`src/rtl/okl_pkg.sv`:
```
`timescale 1ns / 1ps
// ----------------------------------------------------------------------------
// okl_pkg: shared types and constants of the ordered key list engine
// Command and status codes, sequencer states and field widths.
// ----------------------------------------------------------------------------
package okl_pkg;

    localparam int CAPACITY_DEF = 16;

    localparam int KEY_W    = 32;
    localparam int GRADE_W  = 10;
    localparam int CMD_W    = 2;
    localparam int POS_W    = 5;
    localparam int STATUS_W = 3;
    localparam int FPOS_W   = 4;
    localparam int COUNT_W  = 5;

    typedef enum logic [CMD_W-1:0] {
        CMD_INSERT = 2'd0,
        CMD_DELETE = 2'd1,
        CMD_FIND   = 2'd2,
        CMD_GET    = 2'd3
    } cmd_t;

    typedef enum logic [STATUS_W-1:0] {
        STS_OK       = 3'd0,
        STS_FULL     = 3'd1,
        STS_BADPOS   = 3'd2,
        STS_DUP      = 3'd3,
        STS_NOTFOUND = 3'd4
    } status_t;

    typedef enum logic [2:0] {
        ST_IDLE,
        ST_SCAN,
        ST_SHIFT_RD,
        ST_SHIFT_WR,
        ST_DEL_RD,
        ST_DEL_WR,
        ST_GET,
        ST_DONE
    } state_t;

    typedef struct packed {
        status_t                    status;
        logic [FPOS_W-1:0]          position;
        logic signed [KEY_W-1:0]    key;
        logic [GRADE_W-1:0]         grade;
    } result_t;

endpackage

```
`src/rtl/okl_store.sv`:
```
`timescale 1ns / 1ps
// ----------------------------------------------------------------------------
// okl_store: entry memory of the ordered key list engine
// One write port and one read port with registered read data.
// ----------------------------------------------------------------------------
module okl_store #(
    parameter int DEPTH = okl_pkg::CAPACITY_DEF,
    parameter int ADDR_W = $clog2(DEPTH)
) (
    input  logic                               clk,
    input  logic                               wr_en,
    input  logic [ADDR_W-1:0]                  wr_addr,
    input  logic signed [okl_pkg::KEY_W-1:0]   wr_key,
    input  logic [okl_pkg::GRADE_W-1:0]        wr_grade,
    input  logic                               rd_en,
    input  logic [ADDR_W-1:0]                  rd_addr,
    output logic signed [okl_pkg::KEY_W-1:0]   rd_key,
    output logic [okl_pkg::GRADE_W-1:0]        rd_grade
);
    import okl_pkg::*;

    logic [KEY_W+GRADE_W-1:0] mem [DEPTH];
    logic [KEY_W+GRADE_W-1:0] rd_data_reg;

    always_ff @(posedge clk)
    begin
        if (wr_en)
        begin
            mem[wr_addr] <= {wr_key, wr_grade};
        end
    end

    always_ff @(posedge clk)
    begin
        if (rd_en)
        begin
            rd_data_reg <= mem[rd_addr];
        end
    end

    assign rd_key   = rd_data_reg[KEY_W+GRADE_W-1:GRADE_W];
    assign rd_grade = rd_data_reg[GRADE_W-1:0];

endmodule

```
`src/rtl/ordered_key_list_engine_core.sv`:
```
`timescale 1ns / 1ps
// ----------------------------------------------------------------------------
// ordered_key_list_engine_core: packed ordered list of keyed entries
// Insert, delete, find-by-key and get-at-position over one entry memory.
//
// Input channel (in_valid/in_ready) carries cmd, position, entry_key and
// entry_grade; output channel (out_valid/out_ready) returns one transaction
// per command: status, found_position, found_key, found_grade, entry_count.
// One command is worked at a time; in_ready is high only when the sequencer
// is idle. All work goes through the one entry memory, one access a cycle:
//   key scan (insert, find): one read per entry visited
//   insert shift: a read and a write per entry moved, then the new entry
//   delete shift: a read and a write per entry moved
//   get: a single read; a rejected command goes straight to the result.
// Each command also passes through acceptance in the idle state and the done
// state, which hands the result to the output register.
// A finished result waits in the output register while the receiver stalls;
// the next command is taken meanwhile and its result is held until the
// output register frees up.
// Reset empties the list; memory contents are not cleared and are only read
// below the entry count.
// ----------------------------------------------------------------------------
module ordered_key_list_engine_core #(
    parameter int CAPACITY = okl_pkg::CAPACITY_DEF
) (
    input  logic                                 clk,
    input  logic                                 rst_n,
    input  logic                                 in_valid,
    output logic                                 in_ready,
    input  logic [okl_pkg::CMD_W-1:0]            cmd,
    input  logic [okl_pkg::POS_W-1:0]            position,
    input  logic signed [okl_pkg::KEY_W-1:0]     entry_key,
    input  logic [okl_pkg::GRADE_W-1:0]          entry_grade,
    output logic                                 out_valid,
    input  logic                                 out_ready,
    output logic [okl_pkg::STATUS_W-1:0]         status,
    output logic [okl_pkg::FPOS_W-1:0]           found_position,
    output logic signed [okl_pkg::KEY_W-1:0]     found_key,
    output logic [okl_pkg::GRADE_W-1:0]          found_grade,
    output logic [okl_pkg::COUNT_W-1:0]          entry_count
);
    import okl_pkg::*;

    localparam int CNT_W = $clog2(CAPACITY + 1);
    localparam int IDX_W = $clog2(CAPACITY);
    localparam int CMP_W = (CNT_W > POS_W) ? CNT_W : POS_W;

    state_t                   state_reg, state_next;
    logic [CNT_W-1:0]         count_reg, count_next;
    logic [CNT_W-1:0]         idx_reg, idx_next;
    logic [CNT_W-1:0]         pos_reg, pos_next;
    logic                     pend_reg, pend_next;
    cmd_t                     cmd_reg, cmd_next;
    logic signed [KEY_W-1:0]  key_reg, key_next;
    logic [GRADE_W-1:0]       grade_reg, grade_next;
    result_t                  res_reg, res_next;

    logic                     out_valid_reg;
    result_t                  out_res_reg;
    logic [COUNT_W-1:0]       out_count_reg;
    logic                     out_load;

    logic                     wr_en, rd_en;
    logic [IDX_W-1:0]         wr_addr, rd_addr;
    logic signed [KEY_W-1:0]  wr_key, rd_key;
    logic [GRADE_W-1:0]       wr_grade, rd_grade;

    logic [CMP_W-1:0]         pos_x, cnt_x, cap_x;
    logic [CNT_W-1:0]         idx_prev;

    okl_store #(
        .DEPTH  (CAPACITY),
        .ADDR_W (IDX_W)
    ) u_store (
        .clk      (clk),
        .wr_en    (wr_en),
        .wr_addr  (wr_addr),
        .wr_key   (wr_key),
        .wr_grade (wr_grade),
        .rd_en    (rd_en),
        .rd_addr  (rd_addr),
        .rd_key   (rd_key),
        .rd_grade (rd_grade)
    );

    assign pos_x    = CMP_W'(position);
    assign cnt_x    = CMP_W'(count_reg);
    assign cap_x    = CMP_W'(CAPACITY);
    assign idx_prev = idx_reg - CNT_W'(1);

    always_ff @(posedge clk or negedge rst_n)
    begin
        if (!rst_n)
        begin
            state_reg     <= ST_IDLE;
            count_reg     <= '0;
            out_valid_reg <= 1'b0;
        end
        else
        begin
            state_reg <= state_next;
            count_reg <= count_next;
            if (out_load)
            begin
                out_valid_reg <= 1'b1;
            end
            else if (out_ready)
            begin
                out_valid_reg <= 1'b0;
            end
        end
    end

    always_ff @(posedge clk)
    begin
        idx_reg   <= idx_next;
        pos_reg   <= pos_next;
        pend_reg  <= pend_next;
        cmd_reg   <= cmd_next;
        key_reg   <= key_next;
        grade_reg <= grade_next;
        res_reg   <= res_next;
        if (out_load)
        begin
            out_res_reg   <= res_reg;
            out_count_reg <= COUNT_W'(count_reg);
        end
    end

    always_comb
    begin
        state_next = state_reg;
        count_next = count_reg;
        idx_next   = idx_reg;
        pos_next   = pos_reg;
        pend_next  = pend_reg;
        cmd_next   = cmd_reg;
        key_next   = key_reg;
        grade_next = grade_reg;
        res_next   = res_reg;
        wr_en      = 1'b0;
        wr_addr    = idx_reg[IDX_W-1:0];
        wr_key     = key_reg;
        wr_grade   = grade_reg;
        rd_en      = 1'b0;
        rd_addr    = idx_reg[IDX_W-1:0];
        out_load   = 1'b0;

        unique case (state_reg)
            ST_IDLE:
            begin
                if (in_valid)
                begin
                    cmd_next   = cmd_t'(cmd);
                    key_next   = entry_key;
                    grade_next = entry_grade;
                    res_next   = '{status: STS_BADPOS, default: '0};
                    idx_next   = '0;
                    pend_next  = 1'b0;
                    unique case (cmd_t'(cmd))
                        CMD_INSERT:
                        begin
                            if (cnt_x >= cap_x)
                            begin
                                res_next.status = STS_FULL;
                                state_next      = ST_DONE;
                            end
                            else if (pos_x > cap_x)
                            begin
                                state_next = ST_DONE;
                            end
                            else
                            begin
                                // past the end becomes an append
                                pos_next   = (pos_x > cnt_x) ? count_reg : CNT_W'(position);
                                state_next = ST_SCAN;
                            end
                        end
                        CMD_DELETE:
                        begin
                            if (pos_x >= cnt_x)
                            begin
                                state_next = ST_DONE;
                            end
                            else
                            begin
                                idx_next   = CNT_W'(position);
                                pos_next   = CNT_W'(position);
                                state_next = ST_DEL_RD;
                            end
                        end
                        CMD_FIND:
                        begin
                            state_next = ST_SCAN;
                        end
                        CMD_GET:
                        begin
                            if (pos_x >= cnt_x)
                            begin
                                state_next = ST_DONE;
                            end
                            else
                            begin
                                rd_en      = 1'b1;
                                rd_addr    = IDX_W'(position);
                                pos_next   = CNT_W'(position);
                                state_next = ST_GET;
                            end
                        end
                    endcase
                end
            end

            ST_SCAN:
            begin
                // compare the entry read last cycle while reading the next one
                if (pend_reg && rd_key == key_reg)
                begin
                    if (cmd_reg == CMD_FIND)
                    begin
                        res_next = '{status: STS_OK, position: FPOS_W'(idx_prev),
                                     key: rd_key, grade: rd_grade};
                    end
                    else
                    begin
                        res_next = '{status: STS_DUP, default: '0};
                    end
                    state_next = ST_DONE;
                end
                else if (idx_reg == count_reg)
                begin
                    if (cmd_reg == CMD_FIND)
                    begin
                        res_next   = '{status: STS_NOTFOUND, default: '0};
                        state_next = ST_DONE;
                    end
                    else
                    begin
                        state_next = ST_SHIFT_RD;
                    end
                end
                else
                begin
                    rd_en     = 1'b1;
                    idx_next  = idx_reg + CNT_W'(1);
                    pend_next = 1'b1;
                end
            end

            ST_SHIFT_RD:
            begin
                if (idx_reg == pos_reg)
                begin
                    wr_en      = 1'b1;
                    count_next = count_reg + CNT_W'(1);
                    res_next   = '{status: STS_OK, position: FPOS_W'(pos_reg), default: '0};
                    state_next = ST_DONE;
                end
                else
                begin
                    rd_en      = 1'b1;
                    rd_addr    = idx_prev[IDX_W-1:0];
                    state_next = ST_SHIFT_WR;
                end
            end

            ST_SHIFT_WR:
            begin
                wr_en      = 1'b1;
                wr_key     = rd_key;
                wr_grade   = rd_grade;
                idx_next   = idx_prev;
                state_next = ST_SHIFT_RD;
            end

            ST_DEL_RD:
            begin
                if (idx_reg + CNT_W'(1) >= count_reg)
                begin
                    count_next = count_reg - CNT_W'(1);
                    res_next   = '{status: STS_OK, position: FPOS_W'(pos_reg), default: '0};
                    state_next = ST_DONE;
                end
                else
                begin
                    rd_en      = 1'b1;
                    rd_addr    = IDX_W'(idx_reg + CNT_W'(1));
                    state_next = ST_DEL_WR;
                end
            end

            ST_DEL_WR:
            begin
                wr_en      = 1'b1;
                wr_key     = rd_key;
                wr_grade   = rd_grade;
                idx_next   = idx_reg + CNT_W'(1);
                state_next = ST_DEL_RD;
            end

            ST_GET:
            begin
                res_next = '{status: STS_OK, position: FPOS_W'(pos_reg),
                             key: rd_key, grade: rd_grade};
                state_next = ST_DONE;
            end

            ST_DONE:
            begin
                if (!out_valid_reg || out_ready)
                begin
                    out_load   = 1'b1;
                    state_next = ST_IDLE;
                end
            end

            default:
            begin
                state_next = ST_IDLE;
            end
        endcase
    end

    assign in_ready       = (state_reg == ST_IDLE);
    assign out_valid      = out_valid_reg;
    assign status         = out_res_reg.status;
    assign found_position = out_res_reg.position;
    assign found_key      = out_res_reg.key;
    assign found_grade    = out_res_reg.grade;
    assign entry_count    = out_count_reg;

endmodule
```
`config.mk`:
```
export PLATFORM = sky130hd
export DESIGN_NAME = ordered_key_list_engine_core
export DESIGN_NICKNAME = d
export VERILOG_FILES = /design/src/rtl/okl_pkg.sv /design/src/rtl/okl_store.sv /design/src/rtl/ordered_key_list_engine_core.sv
export SDC_FILE = /design/constraint.sdc
export NUM_CORES = 1
export LEC_CHECK = 0
export BUFFER_PORTS_ARGS = -buffer_cell sky130_fd_sc_hd__clkbuf_2
export CORE_MARGIN = 5
export CORE_UTILIZATION = 35
export DETAILED_ROUTE_END_ITERATION = 16
export REMOVE_ABC_BUFFERS = 1
export SLEW_MARGIN = 40
export SYNTH_ARGS = -nofsm -noshare
export SYNTH_HDL_FRONTEND = slang
export SYNTH_HIERARCHICAL = 1
export SYNTH_SLANG_ARGS = --single-unit
export TNS_END_PERCENT = 1
```
`constraint.sdc`:
```
create_clock -name clk -period 12.35 [get_ports clk]
set_input_delay 1.235 -clock clk [delete_from_list [all_inputs] [get_ports clk]]
set_output_delay 1.235 -clock clk [all_outputs]
set_load 0.1 [all_outputs]
```
---- After elaboration in Yosys (flattened, before gate mapping) ----
Memories as Yosys holds them, arrays and structs flattened. A register that Yosys moved wholly into a read port is not among the register bits.
Index checks and enable logic that the tools add are counted.
storage, ports and cells
  flip-flop bits (word level) ............. 167
  bits in writable memories ............... 672
  logic and storage cells ................. 138
  memories ................................ 1
memory list
  name         words  bits a word  read ports  clocked after memory_dff  wr ports  RTL line         text
  u_store.mem  16     42           1           1                         1         okl_store.sv:22  logic [KEY_W+GRADE_W-1:0] mem [DEPTH];
cells by class
  add/sub/neg operators ................... 4
  $lt $le $gt $ge ......................... 5
  equal/unequal tests ..................... 25
  muxes and demuxes ....................... 65
  reductions and logical operators ........ 20
operator list
  kind                                                                 number
  49-bit 2-to-1 mux                                                    6
  49-bit case mux with 5 select lines                                  1
  5-bit 2-to-1 mux                                                     11
  48-bit 2-to-1 mux                                                    1
  32-bit equality test                                                 1
  32-bit 2-to-1 mux                                                    1
  3-bit 2-to-1 mux                                                     8
  3-bit case mux with 8 select lines                                   1
  4-bit 2-to-1 mux                                                     5
  5-bit case mux with 2 select lines                                   2
  5-bit case mux with 4 select lines                                   1
  1-bit 2-to-1 mux                                                     18
  2-bit inequality test (second input constant)                        9
  3-bit equality test (second input constant)                          4
  3-bit case mux with 4 select lines                                   1
  4-bit case mux with 3 select lines                                   1
  6-bit AND reduction                                                  2
  5-bit by 1-bit adder with 5-bit output (second input constant)       2
  5-bit equality test                                                  2
  5-bit >= comparator                                                  2
  10-bit 2-to-1 mux                                                    1
  5-bit by 1-bit subtractor with 5-bit output (second input constant)  2
  2-bit 2-to-1 mux                                                     4
  4-bit AND reduction                                                  2
  other kinds (21)                                                     31

---- Longest topological paths before layout ----
  depth in word-level cells ............... 6
  gate-level depth with buffers ........... 16
  mapped depth without buffers ............ 13

---- Modules after synthesis ----
Netlist, hierarchy kept.
by module, submodules not included
  module                        instances  cells an instance  area each (µm²)  sequential area each (µm²)
  okl_store                     1          1092               26476.6          21440.6
  ordered_key_list_engine_core  1          516                7538.5           4969.8

---- Worst setup path before layout ----
No wires, ideal clock.
  path type ............................... register to register
  start ................................... register idx_reg[0]
  end ..................................... memory u_store/mem[0][0] (netlist name), enable pin
  library setup time ...................... 493 ps
  data arrival time ....................... 4751 ps
  required time ........................... 11857 ps
  slack ................................... 7105 ps
  stages on the path, launching flop included .. 7
  path buffers ............................ 0
  cells stage by stage .................... edfxtp_1 xor2_1 nor3_1 nand2_1 o21ai_0 or3b_2 nor3_1
between the ends
  longest elaborated chain between the ends .. 5
RTL lines
  item                                    RTL line                             text
  from (decl)                             ordered_key_list_engine_core.sv:50   logic [CNT_W-1:0] idx_reg, idx_next;
  from (signal assigned)                  ordered_key_list_engine_core.sv:116  idx_reg <= idx_next;
  5-bit equality test                     ordered_key_list_engine_core.sv:252  if (idx_reg == pos_reg)
  1-bit 2-to-1 mux                        ordered_key_list_engine_core.sv:252
  1-bit case mux with 2 select lines      ordered_key_list_engine_core.sv:149  unique case (state_reg)
  net wr_en                               ordered_key_list_engine_core.sv:63   logic wr_en, rd_en;
  1-bit 2-to-1 mux                        okl_store.sv:27                      if (wr_en)
  1-bit 2-to-1 mux (implied by the code)  okl_store.sv:29                      mem[wr_addr] <= {wr_key, wr_grade};
  to (decl)                               okl_store.sv:22
The timed path passes the listed nets, and every way through them passes these cells.

---- Worst setup path after layout ----
  start ................................... register idx_reg[0]
  end ..................................... register u_store.rd_data_reg[11] (read register of u_store.mem) (data pin)
between the ends
  longest elaborated chain between the ends .. 4
RTL lines
  item                                                                               RTL line                                                                  text
  5-bit by 1-bit adder with 5-bit output / 4-bit 2-to-1 mux (equally long branches)  ordered_key_list_engine_core.sv:278, ordered_key_list_engine_core.sv:198
  5-bit >= comparator / 4-bit 2-to-1 mux (equally long branches)                     ordered_key_list_engine_core.sv:278, ordered_key_list_engine_core.sv:160
  4-bit 2-to-1 mux (on tied branches)                                                ordered_key_list_engine_core.sv:278, ordered_key_list_engine_core.sv:152
  4-bit case mux with 3 select lines (*)                                             ordered_key_list_engine_core.sv:149
  net rd_addr[0]                                                                     ordered_key_list_engine_core.sv:64                                        logic [IDX_W-1:0] wr_addr, rd_addr;
  to (decl)                                                                          okl_store.sv:23                                                           logic [KEY_W+GRADE_W-1:0] rd_data_reg;
The timed path passes the listed nets; every way through them passes the cells marked *.
A chain may end at the register's enable or synchronous reset.

==> impl_metrics.yaml <==
min_path:
  min_from: "res_reg[37]$_DFFE_PP_"
  min_to: "found_key[27]$_DFFE_PP_"
  hold_class: "flip-flop to flip-flop"
  hold-path-cell-count: 0
logic_synthesis:
  synth-seq-cells: 881
  synth_edf_count: 872
  ys.flop_type: "edfxtp_1"
  synth-seq-area-share: 0.776
  synth_top_area_cell: "edfxtp_1"
  synth-simple-area-share: 0.0299
  muxShareOfSynthArea: 0.128
  synth_top_cells_by_count: "edfxtp_1 (872), mux4_2 (168), a22oi_1 (87), nand2_1 (68)"
  synth-compound-area-share: 0.0319
  yosysMostFrequentCell: "edfxtp_1"
  synthCells: 1608
  syn_area_um2: 34000
  netlist_top_cells_area: "edfxtp_1 (77%), mux4_2 (11%), a22oi_1 (1.9%)"
  syn_area_per_cell_um2: 21.2
  ys_warn_count: 6
  synth_top_family_by_area: "multiplexers"
  synthArstFlopShare: 0.0102
  synthAdderAreaFrac: 0.00611
  synth_xor_area_frac: 0.0134
  synth_top_area_share: 0.770
  synth_cell_type_count: 59
worst_setup_path:
  required_ns: 12.74
  timing.rr.start: "idx_reg[0]$_DFFE_PP_"
  cp-start-kind: "flip-flop"
  critical-path-max-stage-delay_ns: 0.76
  crit_family: "compound AO/OA/AOI/OAI gates"
  worstPathArrival_ns: 5.97
  cpMaxStageDelayCell: "edfxtp_1"
  r2r_cells: 15
  reg2reg_to: "u_store/rd_data_reg[11]$_DFFE_PP_"
  critPathKind: "flip-flop to flip-flop"
  end_kind: "flip-flop"
  critical_path_buf_inv_count: 4
  r2r_setup_slack_ns: 6.77
  worstPathCellList: "inv_1 -> ha_1 -> ha_1 -> nand2_1 -> o21ai_0 -> a311oi_1 -> o21ai_0 -> o21ai_1 -> o21ai_4 -> buf_4 -> buf_12 -> buf_16 -> mux4_2 -> a22oi_1 -> nand2_1"
  path_max_fanout: 57
timing:
  slew_headroom: 0.420
  setup_viol: 0
  fmax_mhz: 179
  grt_setup_unrepaired: "no"
  worst_hold_slack_ns: 0.415
  tightest_slew_ns: 0.870
  skew_ns: 0.0255
  hold_viol: 0
  fin_crit_ns: 5.58
  finalCritPeriodShare: 0.452
  maxSlewViolCount: 0
floorplan:
  dieArea_um2: 104000
  num_io_pins: 109
  die_w_um: 322
  core-area_um2: 96600
  num_rows: 114
  die-height_um: 322
  initial_core_util: 0.352
clocking:
  htreeDepth: 3
  cts_root_buf: "clkbuf_16"
  cts_buffers: 88
  hold_buffers: 0
  clkTransAtPathRegs_ns: 0.06
  insertion_delay_ns: 0.64
  cts_setup_buffers: 0
  cts_resized: 0
  cts_tree: "done"
  cts.sinks: 881
  cts_buffer_depth: 3
place:
  hpwlAfterDp_mm: 39.7
  io_buffers: 108
  gp_congestion: 0.830
  dpl_cell_area_um2: 36300
pwr:
  seq_power_share: 0.389
  cell_internal_pwr_w: 0.00752
  switching_power_w: 0.00414
  p_leak_nw: 12.6
  power_w: 0.0117
  power_density_nw_per_um2: 298
  comb_power_share: 0.386
  vdd_ir_drop_max_mv: 0.301
  swShare: 0.355
  p_clk_frac: 0.225
global_route:
  gr-total-overflow: 0
  grt_usage: 0.151
  grt_pass1_wl_mm: 116
  grt_start_max_net_pins: 87
  grt_pass1_vias: 16909
  antenna_found_initial: 2
route:
  drc: 0
  post_drt_wl_per_cell_um: 25.4
  routed-via-count: 16490
  finalWirelength_mm: 79.1
  via_per_inst: 5.29
  drtIter0Drc: 1660
  dr.pass1.iters: 5
  drtAntennaViolNets: 0
finish:
  design_area_um2: 39200
  diodes: 0
  drive_gt1_frac: 0.278
  largest_reg_flops: 672
  multiInputGateArea_um2: 7300
  syn_to_final_growth_pct: 15.2
  fin_util: 0.406
  seq_area_um2: 26400
  num-nets-final: 1838
  fill_cells: 8406
status:
  status: "complete, no violations"
job:
  cap_violations: 0
==> cells in the final DEF (no fill, tap or decap), types with 16 or more instances in the layout <==
cell type / netlist / routed
mux4_2: 168 / 168
clkbuf_16: 0 / 89
clkinv_1: 1 / 20
and2_1: 46 / 44
inv_1: 20 / 20
nand2_1: 68 / 67
a22oi_1: 87 / 87
clkbuf_1: 31 / 21
xnor2_1: 32 / 32
edfxtp_1: 872 / 872
nor2_1: 30 / 16
xor2_1: 20 / 20
clkbuf_2: 0 / 108
mux2_2: 46 / 46
==> per-layer routing <==
metal / track usage / wire length (um) / up-vias
met5: 0 / 0 / -
met4: 0.0331 / 1340 / 0
met3: 0.0308 / 5790 / 107
met2: 0.242 / 37700 / 617
met1: 0.217 / 34300 / 8799
li1: - / - / 6967
==> area by class of cell <==
cell class                 instances  area share
multi-input combinational        635       0.186
clock inverter                    50      0.0132
clock buffer                     111      0.0592
tap                             1276      0.0407
timing repair buffer             142      0.0247
inverter                          21     0.00201
sequential                       881       0.674
==> cells by family (layout without fill, tap and decap cells) <==
| logic type | count (synthesis) | after routing |
|---|---|---|
| DFF | 881 | 881 |
| muxes | 218 | 218 |
| and+or+nand+nor | 200 | 200 |
| AOI/OAI and AO/OA | 149 | 149 |
| buffers and inverters | 92 | 324 |
| xor gates and xnor gates | 52 | 52 |
| adders and majority gates | 16 | 16 |
==> power by group through the flow <==
stage | sequential [W] | clock (W) | combinational [W]
2_1_floorplan | 0.00490 | 0 | 0.00354
3_3_place_gp | 0.00460 | 0 | 0.00442
3_5_place_dp | 0.00460 | 0 | 0.00456
4_1_cts | 0.00455 | 0.00269 | 0.00457
5_1_grt | 0.00458 | 0.00282 | 0.00486
6_report | 0.00454 | 0.00263 | 0.00450
==> metrics by stage <==
stage | setup slack [ns] | std cells | TNS, ns
after global placement | 6.39 | 2949 | 0
after floorplan | -13.15 | 1537 | -552.09
after CTS | 6.63 | 3116 | 0
after detailed placement | 6.64 | 2955 | 0
final | 6.77 | 3116 | 0
after global routing | 6.34 | 3116 | 0
==> how the worst max path moves through the flow <==
stage                                  start                                end  slack, ns  cells after the start
global route            idx_reg[0]$_DFFE_PP_  u_store/rd_data_reg[15]$_DFFE_PP_       6.34                     15
floorplan           state_reg[0]$_DFFE_PN0P_   u_store/rd_data_reg[0]$_DFFE_PP_     -13.15                     10
detailed placement      idx_reg[0]$_DFFE_PP_  u_store/rd_data_reg[15]$_DFFE_PP_       6.64                     15
global placement        idx_reg[0]$_DFFE_PP_  u_store/rd_data_reg[15]$_DFFE_PP_       6.39                     14
CTS                     idx_reg[0]$_DFFE_PP_  u_store/rd_data_reg[15]$_DFFE_PP_       6.63                     15
finish                  idx_reg[0]$_DFFE_PP_  u_store/rd_data_reg[11]$_DFFE_PP_       6.77                     15
No activity file was read; power rests on OpenSTA's default activity.
